[config.mk]
export PLATFORM = sky130hd
export DESIGN_NAME = handshake_selective_repeat_link
export DESIGN_NICKNAME = d
export VERILOG_FILES = /design/src/rtl/core/hsrl_pkg.sv /design/src/rtl/core/hsrl_front.sv /design/src/rtl/core/hsrl_back.sv /design/src/rtl/core/handshake_selective_repeat_link.sv
export SDC_FILE = /design/constraint.sdc
export NUM_CORES = 2
export LEC_CHECK = 0
export BUFFER_PORTS_ARGS = -buffer_cell sky130_fd_sc_hd__buf_4
export CAP_MARGIN = 20
export CORE_MARGIN = 5
export CORE_UTILIZATION = 60
export CTS_BUF_LIST = sky130_fd_sc_hd__clkbuf_8
export DETAILED_ROUTE_END_ITERATION = 6
export PLACE_DENSITY = 0.86
export SKIP_CTS_REPAIR_TIMING = 1
export SYNTH_ARGS = -nofsm -noshare
export SYNTH_HDL_FRONTEND = slang
export SYNTH_SLANG_ARGS = --single-unit
[constraint.sdc]
create_clock -name clock -period 16.95 [get_ports clock]
set_input_delay 3.39 -clock clock [delete_from_list [all_inputs] [get_ports clock]]
set_output_delay 3.39 -clock clock [all_outputs]
set_load 0.005 [all_outputs]
[src/rtl/core/hsrl_pkg.sv]
// Shared types and constants for the selective-repeat handshake link.
package hsrl_pkg;
   localparam int Window = 4;
   localparam int SlotW = $clog2(Window);
   localparam int UsedW = $clog2(Window + 1);
   localparam int QueueDepth = 2;

   typedef enum logic [2:0] {
      OP_FIN = 3'd0, OP_SYN = 3'd1, OP_ACK = 3'd2, OP_DATA = 3'd3,
      OP_CONNECT = 3'd4, OP_CLOSE = 3'd5, OP_SEND = 3'd6, OP_TIMEOUT = 3'd7
   } op_type;

   typedef enum logic [1:0] {
      ST_WAIT = 2'd0, ST_SYN_SENT = 2'd1, ST_SYN_RCVD = 2'd2, ST_CONN = 2'd3
   } conn_type;

   localparam logic [1:0] PK_FIN = 2'd0, PK_SYN = 2'd1, PK_ACK = 2'd2, PK_DATA = 2'd3;
   localparam logic [1:0] KIND_STATUS = 2'd0, KIND_TX = 2'd1, KIND_DELIVER = 2'd2;
   localparam logic [1:0] TMR_NONE = 2'd0, TMR_START = 2'd1, TMR_STOP = 2'd2;

   // Input item as held in the front-to-back queue.
   typedef struct packed {
      op_type      op;
      logic [31:0] pkt_seq;
      logic [31:0] pkt_ack;
      logic [63:0] payload;
   } event_type;

   // Result item.
   typedef struct packed {
      logic [1:0]  kind;
      logic [1:0]  tx_type;
      logic [31:0] tx_seq;
      logic [31:0] tx_ack;
      logic [63:0] data_word;
      logic [1:0]  timer_cmd;
      logic [1:0]  state_now;
      logic        window_full;
      logic        last;
   } result_type;

   // Back-end sequencer phases.
   typedef enum logic [2:0] {
      PH_IDLE, PH_EMIT1, PH_EMIT2, PH_SLIDE, PH_DELIVER
   } phase_type;
endpackage

[src/rtl/core/hsrl_front.sv]
// Front end: accepts event items into a short queue.
module hsrl_front (
   input  logic                 clock,
   input  logic                 reset,
   input  logic                 in_valid,
   output logic                 in_ready,
   input  hsrl_pkg::event_type  in_item,
   output logic                 q_valid,
   input  logic                 q_ready,
   output hsrl_pkg::event_type  q_item
);
   import hsrl_pkg::*;

   event_type              mem_ff [QueueDepth];
   logic [$clog2(QueueDepth)-1:0] wp_ff, rp_ff;
   logic [$clog2(QueueDepth+1)-1:0] cnt_ff, cnt_in;
   logic push, pop;

   assign in_ready = (cnt_ff != QueueDepth[$clog2(QueueDepth+1)-1:0]);
   assign q_valid  = (cnt_ff != '0);
   assign q_item   = mem_ff[rp_ff];
   assign push = in_valid && in_ready;
   assign pop  = q_valid && q_ready;

   always_comb begin
      cnt_in = cnt_ff;
      if (push && !pop) cnt_in = cnt_ff + 1'b1;
      else if (pop && !push) cnt_in = cnt_ff - 1'b1;
   end

   // Queue storage
   always_ff @(posedge clock) begin
      if (push) mem_ff[wp_ff] <= in_item;
   end

   // Pointers
   always_ff @(posedge clock) begin
      if (reset) begin
         wp_ff <= '0;
         rp_ff <= '0;
         cnt_ff <= '0;
      end else begin
         if (push) wp_ff <= wp_ff + 1'b1;
         if (pop) rp_ff <= rp_ff + 1'b1;
         cnt_ff <= cnt_in;
      end
   end
endmodule

[src/rtl/core/hsrl_back.sv]
// Back end: connection machine, send/receive windows and result sequencing.
module hsrl_back (
   input  logic                 clock,
   input  logic                 reset,
   input  logic                 q_valid,
   output logic                 q_ready,
   input  hsrl_pkg::event_type  q_item,
   output logic                 out_valid,
   input  logic                 out_ready,
   output hsrl_pkg::result_type out_item
);
   import hsrl_pkg::*;

   phase_type   ph_ff, ph_in;
   conn_type    st_ff, st_in;
   event_type   ev_ff, ev_in;
   logic [31:0] sbase_ff, sbase_in, snext_ff, snext_in;
   logic [31:0] rbase_ff, rbase_in, rlim_ff, rlim_in;
   logic [UsedW-1:0] used_ff, used_in;
   logic [Window-1:0] arr_ff, arr_in, ackm_ff, ackm_in;
   logic [SlotW:0] cnt_ff, cnt_in;
   logic [63:0] ostore [Window];
   logic [63:0] istore [Window];
   logic        ow_en, iw_en;
   logic [SlotW-1:0] ow_a, iw_a;
   result_type  res_ff, res_in;
   logic        rv_ff, rv_in;
   result_type  r;
   logic        emit, take;
   logic [SlotW-1:0] sb_slot, rb_slot;
   logic [31:0] dseq, dack, back;

   assign out_valid = rv_ff;
   assign out_item  = res_ff;
   assign take = !rv_ff || out_ready;
   assign q_ready = (ph_ff == PH_IDLE) && take;
   assign sb_slot = sbase_ff[SlotW-1:0];
   assign rb_slot = rbase_ff[SlotW-1:0];

   // Event sequencing: one result item per cycle at most
   always_comb begin
      ph_in = ph_ff; st_in = st_ff; ev_in = ev_ff;
      sbase_in = sbase_ff; snext_in = snext_ff; rbase_in = rbase_ff; rlim_in = rlim_ff;
      used_in = used_ff; arr_in = arr_ff; ackm_in = ackm_ff; cnt_in = cnt_ff;
      ow_en = 1'b0; iw_en = 1'b0; ow_a = '0; iw_a = '0;
      r = '0; emit = 1'b0;
      rv_in = rv_ff && !out_ready;
      res_in = res_ff;
      dseq = ev_ff.pkt_seq - rbase_ff;
      dack = ev_ff.pkt_ack - sbase_ff;
      back = rbase_ff - ev_ff.pkt_seq;
      unique case (ph_ff)
         PH_IDLE: begin
            if (q_valid && take) begin
               ev_in = q_item;
               ph_in = PH_EMIT1;
            end
         end
         PH_EMIT1: begin
            if (take) begin
               emit = 1'b1; r.last = 1'b1; ph_in = PH_IDLE;
               unique case (st_ff)
                  ST_WAIT: begin
                     if (ev_ff.op == OP_SYN) begin
                        r.kind = KIND_TX; r.tx_type = PK_ACK; r.tx_ack = ev_ff.pkt_seq;
                        r.last = 1'b0; ph_in = PH_EMIT2; st_in = ST_SYN_RCVD;
                     end else if (ev_ff.op == OP_CONNECT) begin
                        r.kind = KIND_TX; r.tx_type = PK_SYN; r.tx_seq = sbase_ff;
                        r.timer_cmd = TMR_START; st_in = ST_SYN_SENT;
                     end
                  end
                  ST_SYN_SENT, ST_SYN_RCVD: begin
                     case (ev_ff.op)
                        OP_FIN, OP_CLOSE: begin
                           r.kind = KIND_TX; r.tx_type = PK_FIN; st_in = ST_WAIT;
                        end
                        OP_SYN: begin
                           r.kind = KIND_TX; r.tx_type = PK_ACK; r.tx_ack = ev_ff.pkt_seq;
                           r.last = 1'b0; ph_in = PH_EMIT2; st_in = ST_SYN_RCVD;
                        end
                        OP_ACK: begin
                           r.timer_cmd = TMR_STOP; st_in = ST_CONN;
                        end
                        OP_TIMEOUT: begin
                           r.kind = KIND_TX; r.tx_type = PK_SYN; r.tx_seq = sbase_ff;
                           r.timer_cmd = TMR_START;
                        end
                        default: ;
                     endcase
                  end
                  ST_CONN: begin
                     case (ev_ff.op)
                        OP_FIN, OP_CLOSE: begin
                           r.kind = KIND_TX; r.tx_type = PK_FIN; st_in = ST_WAIT;
                        end
                        OP_SYN: begin
                           r.kind = KIND_TX; r.tx_type = PK_ACK; r.tx_ack = ev_ff.pkt_seq;
                        end
                        OP_ACK: begin
                           emit = 1'b0;
                           if (dack < (snext_ff - sbase_ff)) begin
                              ackm_in[ev_ff.pkt_ack[SlotW-1:0]] = 1'b1;
                              cnt_in = '0; ph_in = PH_SLIDE;
                           end else begin
                              emit = 1'b1;
                           end
                        end
                        OP_DATA: begin
                           if (dseq < (rlim_ff - rbase_ff)) begin
                              arr_in[ev_ff.pkt_seq[SlotW-1:0]] = 1'b1;
                              iw_en = 1'b1; iw_a = ev_ff.pkt_seq[SlotW-1:0];
                              r.kind = KIND_TX; r.tx_type = PK_ACK; r.tx_ack = ev_ff.pkt_seq;
                              // deliveries follow only once the base slot has arrived
                              if (arr_in[rb_slot]) begin
                                 r.last = 1'b0; cnt_in = '0; ph_in = PH_DELIVER;
                              end
                           end else if (back >= 32'd1 && back <= 32'h8000_0000) begin
                              r.kind = KIND_TX; r.tx_type = PK_ACK; r.tx_ack = ev_ff.pkt_seq;
                           end
                        end
                        OP_SEND: begin
                           r.timer_cmd = (used_ff == '0) ? TMR_START : TMR_NONE;
                           if (used_ff < UsedW'(Window)) begin
                              r.kind = KIND_TX; r.tx_type = PK_DATA; r.tx_seq = snext_ff;
                              r.data_word = ev_ff.payload;
                              ow_en = 1'b1; ow_a = snext_ff[SlotW-1:0];
                              snext_in = snext_ff + 32'd1; used_in = used_ff + 1'b1;
                           end else begin
                              r.window_full = 1'b1;
                           end
                        end
                        OP_TIMEOUT: begin
                           if (used_ff != '0) begin
                              r.kind = KIND_TX; r.tx_type = PK_DATA; r.tx_seq = sbase_ff;
                              r.data_word = ostore[sb_slot]; r.timer_cmd = TMR_START;
                           end
                        end
                        default: ;
                     endcase
                  end
                  default: ;
               endcase
               r.state_now = st_in;
            end
         end
         PH_EMIT2: begin
            if (take) begin
               emit = 1'b1; r.kind = KIND_TX; r.tx_type = PK_SYN; r.tx_seq = sbase_ff;
               r.timer_cmd = TMR_START; r.last = 1'b1; r.state_now = st_ff;
               ph_in = PH_IDLE;
            end
         end
         PH_SLIDE: begin
            // Release acked slots in order, one per cycle
            if (ackm_ff[sb_slot] && cnt_ff != (SlotW+1)'(Window)) begin
               ackm_in[sb_slot] = 1'b0;
               if (used_ff != '0) used_in = used_ff - 1'b1;
               sbase_in = sbase_ff + 32'd1;
               cnt_in = cnt_ff + 1'b1;
            end else if (take) begin
               emit = 1'b1; r.last = 1'b1; r.state_now = st_ff; ph_in = PH_IDLE;
            end
         end
         PH_DELIVER: begin
            // Deliver consecutive arrived words, one per cycle while the output takes them
            if (take) begin
               emit = 1'b1; r.kind = KIND_DELIVER; r.data_word = istore[rb_slot];
               r.state_now = st_ff;
               arr_in[rb_slot] = 1'b0;
               rbase_in = rbase_ff + 32'd1; rlim_in = rlim_ff + 32'd1;
               cnt_in = cnt_ff + 1'b1;
               if (!(arr_ff[rbase_in[SlotW-1:0]]) || cnt_in == (SlotW+1)'(Window)) begin
                  r.last = 1'b1; ph_in = PH_IDLE;
               end
            end
         end
         default: ph_in = PH_IDLE;
      endcase
      if (emit) begin
         rv_in = 1'b1; res_in = r;
      end
   end

   // Window stores
   always_ff @(posedge clock) begin
      if (ow_en) ostore[ow_a] <= ev_ff.payload;
      if (iw_en) istore[iw_a] <= ev_ff.payload;
   end

   // Payload registers
   always_ff @(posedge clock) begin
      ev_ff <= ev_in;
      res_ff <= res_in;
   end

   // Control state
   always_ff @(posedge clock) begin
      if (reset) begin
         ph_ff <= PH_IDLE; st_ff <= ST_WAIT;
         sbase_ff <= '0; snext_ff <= '0; rbase_ff <= '0; rlim_ff <= 32'(Window);
         used_ff <= '0; arr_ff <= '0; ackm_ff <= '0; cnt_ff <= '0; rv_ff <= 1'b0;
      end else begin
         ph_ff <= ph_in; st_ff <= st_in;
         sbase_ff <= sbase_in; snext_ff <= snext_in; rbase_ff <= rbase_in; rlim_ff <= rlim_in;
         used_ff <= used_in; arr_ff <= arr_in; ackm_ff <= ackm_in; cnt_ff <= cnt_in;
         rv_ff <= rv_in;
      end
   end
endmodule

[src/rtl/core/handshake_selective_repeat_link.sv]
// Top level of the selective-repeat handshake link.
// Usage:
//  - req_ channel takes one event item: a received FIN/SYN/ACK/DATA packet,
//    a user CONNECT/CLOSE/SEND or a retransmit TIMEOUT.
//  - rsp_ channel gives one to five result items per event (transmit packets,
//    timer commands, in-order deliveries); rsp_tlast marks the final one.
//  - A two-entry queue takes events while the back end works or the receiver
//    stalls; req_tready drops only when the queue is full.
//  - An event is captured from the queue into the back end; its first result item
//    is formed in PH_EMIT1 (PH_SLIDE for an in-window ACK) and then registered.
//  - The back end takes a new event only from its idle phase, once it has issued
//    all results of the previous one; an in-window ACK first releases up to 4
//    acked send slots in the sequencer, which walks window slots one a cycle.
//  - rsp_tvalid holds with stable data until rsp_tready; the sequencer waits.
//  - Reset (synchronous, active high) returns to waiting for connection with
//    empty windows; the word stores need no clearing.
module handshake_selective_repeat_link (
   input  logic          clock,
   input  logic          reset,
   input  logic          req_tvalid,
   output logic          req_tready,
   input  logic [127:0]  req_tdata,  // pkt_seq[31:0], pkt_ack[63:32], payload[127:64]
   input  logic [2:0]    req_tuser,  // op
   output logic          rsp_tvalid,
   input  logic          rsp_tready,
   output logic [135:0]  rsp_tdata,  // tx_seq, tx_ack, data_word, timer_cmd, state_now, window_full
   output logic [3:0]    rsp_tuser,  // kind[1:0], tx_type[3:2]
   output logic          rsp_tlast   // last
);
   import hsrl_pkg::*;

   event_type  in_item, q_item;
   result_type o;
   logic       q_valid, q_ready;

   assign in_item.op      = op_type'(req_tuser);
   assign in_item.pkt_seq = req_tdata[31:0];
   assign in_item.pkt_ack = req_tdata[63:32];
   assign in_item.payload = req_tdata[127:64];

   hsrl_front u_front (
      .clock, .reset, .in_valid(req_tvalid), .in_ready(req_tready), .in_item,
      .q_valid, .q_ready, .q_item
   );

   hsrl_back u_back (
      .clock, .reset, .q_valid, .q_ready, .q_item,
      .out_valid(rsp_tvalid), .out_ready(rsp_tready), .out_item(o)
   );

   // Pack result fields
   assign rsp_tdata = {3'd0, o.window_full, o.state_now, o.timer_cmd,
                       o.data_word, o.tx_ack, o.tx_seq};
   assign rsp_tuser = {o.tx_type, o.kind};
   assign rsp_tlast = o.last;
endmodule
==> out/results.tsv <==
metric	value	unit
post-place setup slack	9.22	ns
Root Buffer	clkbuf_8	
largest net degree at the start of global routing	93	
Worst Path Arrival	8.35	ns
CTS tree	done	
fin nets	4608	
Port Buffers	274	
type of the tightest min-delay check	flip-flop to flip-flop	
CTS Buf Count	182	
sequential area share after synthesis	63.0	%
Clock Path Buffers	3	
# setup viols final	0	
Rows	110	
status	finished clean	
area leader, netlist	edfxtp_1	
die height	312	um
Final Util	68.2	%
Non-Filler Cell Area, Final	0.0615	mm2
ys async rst share	0	%
placed insts	5224	
kind of end point of the critical path	flip-flop	
DRC viols	0	
Pleak	21.4	nW
die area	0.0972	mm2
maximum vdd drop	101	uV
Final Hold Vio Count	0	
reg-to-reg slack, setup	9.07	ns
most common cell in the synthesized netlist	edfxtp_1	
fin worst setup slack	9.07	ns
DP Area	0.0579	mm2
post-synth top area share	57.3	%
top_reg_cell synth	edfxtp_1	
initial antenna violation count	6	
Reg clk slew, reported paths	0.06	ns
#FFs+latches synth	1199	
layout cells sized above 1	20.5	%
First-pass DRT Iterations	6	
crit path time final	7.88	ns
DRT iter0 DRCs	3691	
actual slew at the worst max-slew pin	1.15	ns
critical setup path kind	flip-flop to flip-flop	
Routed WL	135000	um
fin. max-slew vios	0	
gr usage total	27.2	%
number of global-route vias before repair	35100	
H-tree levels	4	
Mapped Cells	3880	
Hold WS	0.494	ns
Skew-Pair Late Insertion Delay	0.88	ns
Filler Cell Count	5914	
synth top area cells	edfxtp_1 57%, dfxtp_1 5.7%, mux4_2 5.4%	
WL/cell	24.2	um
Initial Utilization	60.6	%
Pwr Total	8.64	mW
non-filler instance count after layout	5568	
Crit Path Max Fanout	51	
Setup Skew	0.0652	ns
Die X	312	um
yosys warns	0	
clock sinks	1199	
Worst slew margin	23.2	%
Detail Placement HPWL	87500	um
Setup TNS Final	0	ns
Synth-to-Final Area Change	12.6	%
syn avg cell area	14.1	um2
r2r worst-path depth	22	
RSZ-0062 raised after global routing	false	
I/O Pins	278	
number of synthesized flops with an enable pin	1043	
vias post-DR	34600	
PwrDens	141	mW/mm2
Worst EP required	17.42	ns
FMAX	127	MHz
post-synth design cell area	0.0546	mm2
Hold Crit Depth	2	
top cells by count, synth	1,043 x edfxtp_1, 269 x nor2_1, 233 x ha_1	
grt ovf	0	
Routed Antenna Nets	0	
Avg Vias per Cell	6.22	
max capacitance violation total	0	
Core Area	0.0901	mm2
Worst setup SP type	flip-flop	
global-route wire length before repair	205000	um
Synth cell types	95	
final worst-path cycle share	46.5	%
GPL Wtd Cong	0.953	
layer usage:
metal,vias to the layer above,GRT usage [%],share of wire (%)
li1,15500,-,-
met1,17000,36.4,39
met2,1737,44.7,48
met3,335,4.98,8.1
met4,0,10.9,4.3
met5,-,0,0
placed cells by master, fill, tap and decap left out, types with 65 or more instances in the layout:
master / instances
xor2_1: 105
a21oi_1: 188
dfxtp_1: 151
a21o_1: 67
nor2_1: 265
mux4_2: 130
clkbuf_8: 189
o21ai_0: 191
xnor2_1: 144
ha_1: 233
buf_4: 310
mux2_2: 133
nand3_1: 69
inv_1: 209
edfxtp_1: 1043
a22oi_1: 65
nand2_1: 219
registers in the layout, indices dropped and copies added, names as in the netlist, 3 cells and up, named ones only:
signal and flops:
u_front.mem_ff 262, u_back.istore 256, u_back.ostore 256, u_back.out_item 138, u_back.ev_ff 131, u_back.rbase_ff 32, u_back.rlim_ff 32, u_back.sbase_ff 32
u_back.snext_ff 32, u_back.ackm_ff 4, u_back.arr_ff 4, u_back.cnt_ff 3, u_back.ph_ff 3, u_back.used_ff 3
area by class of cell:
class	instances	area [um2]	share of cell area, %
multi-input cells	2394	19100	31.1
well taps	1176	1470	2.39
flip-flops and latches	1199	34500	56.0
diodes	4	10.0	0.0163
repair buffers	312	2380	3.87
clock inverters	149	900	1.46
clock buffers	189	2600	4.23
inverters	145	544	0.885
where the power goes:
| part | total, mW | internal, mW | switching (mW) |
|---|---|---|---|
| registers | 4.22 | 3.86 | 0.360 |
| logic | 2.13 | 0.847 | 1.28 |
| clock network | 2.30 | 1.15 | 1.15 |
| total | 8.64 | 5.85 | 2.79 |
worst max-delay path, cell delays in order, from the launching register on:
cell and delay (ns):
dfxtp_1 0.46, inv_1 0.22, ha_1 0.35, nor2b_1 0.13, o21ai_0 0.24, a21boi_1 0.14
o21ai_0 0.22, a21oi_1 0.13, a311oi_1 0.51, o21ai_0 0.37, a211oi_1 0.46, o21ai_0 0.39
a21oi_1 0.29, xnor2_1 0.09, ha_1 0.32, a21o_1 0.18, a211o_1 0.32, a2111oi_1 0.48
o211ai_1 0.20, a211o_1 0.36, nor3_1 0.39, and3_4 0.49, buf_4 0.70
path summary, 6_finish.rpt:
| path | startpoint | to |
|---|---|---|
| hold reg to reg | u_back.ackm_ff[2]$_SDFFE_PP0P_ | u_back.ackm_ff[2]$_SDFFE_PP0P_ |
| setup / recovery | u_back.rbase_ff[1]$_SDFFE_PP0P_ | u_back.istore[1][47]$_DFFE_PP_ |
| hold / removal | u_back.ackm_ff[2]$_SDFFE_PP0P_ | u_back.ackm_ff[2]$_SDFFE_PP0P_ |
| setup reg to reg | u_back.rbase_ff[1]$_SDFFE_PP0P_ | u_back.istore[1][47]$_DFFE_PP_ |
kinds of logic (layout without fill, tap and decap cells):
kind of cell,Yosys count,in the layout,share of synthesized area [%]
other cells,1,7,0.00686
simple gates,859,859,7.52
compound gates,772,772,9.50
mux,272,272,8.27
flops,1199,1199,63.0
buf+inv,289,795,2.13
xor+xnor,249,249,3.99
fa+ha+maj,239,239,5.55
(Power assumes the default switching activity.)
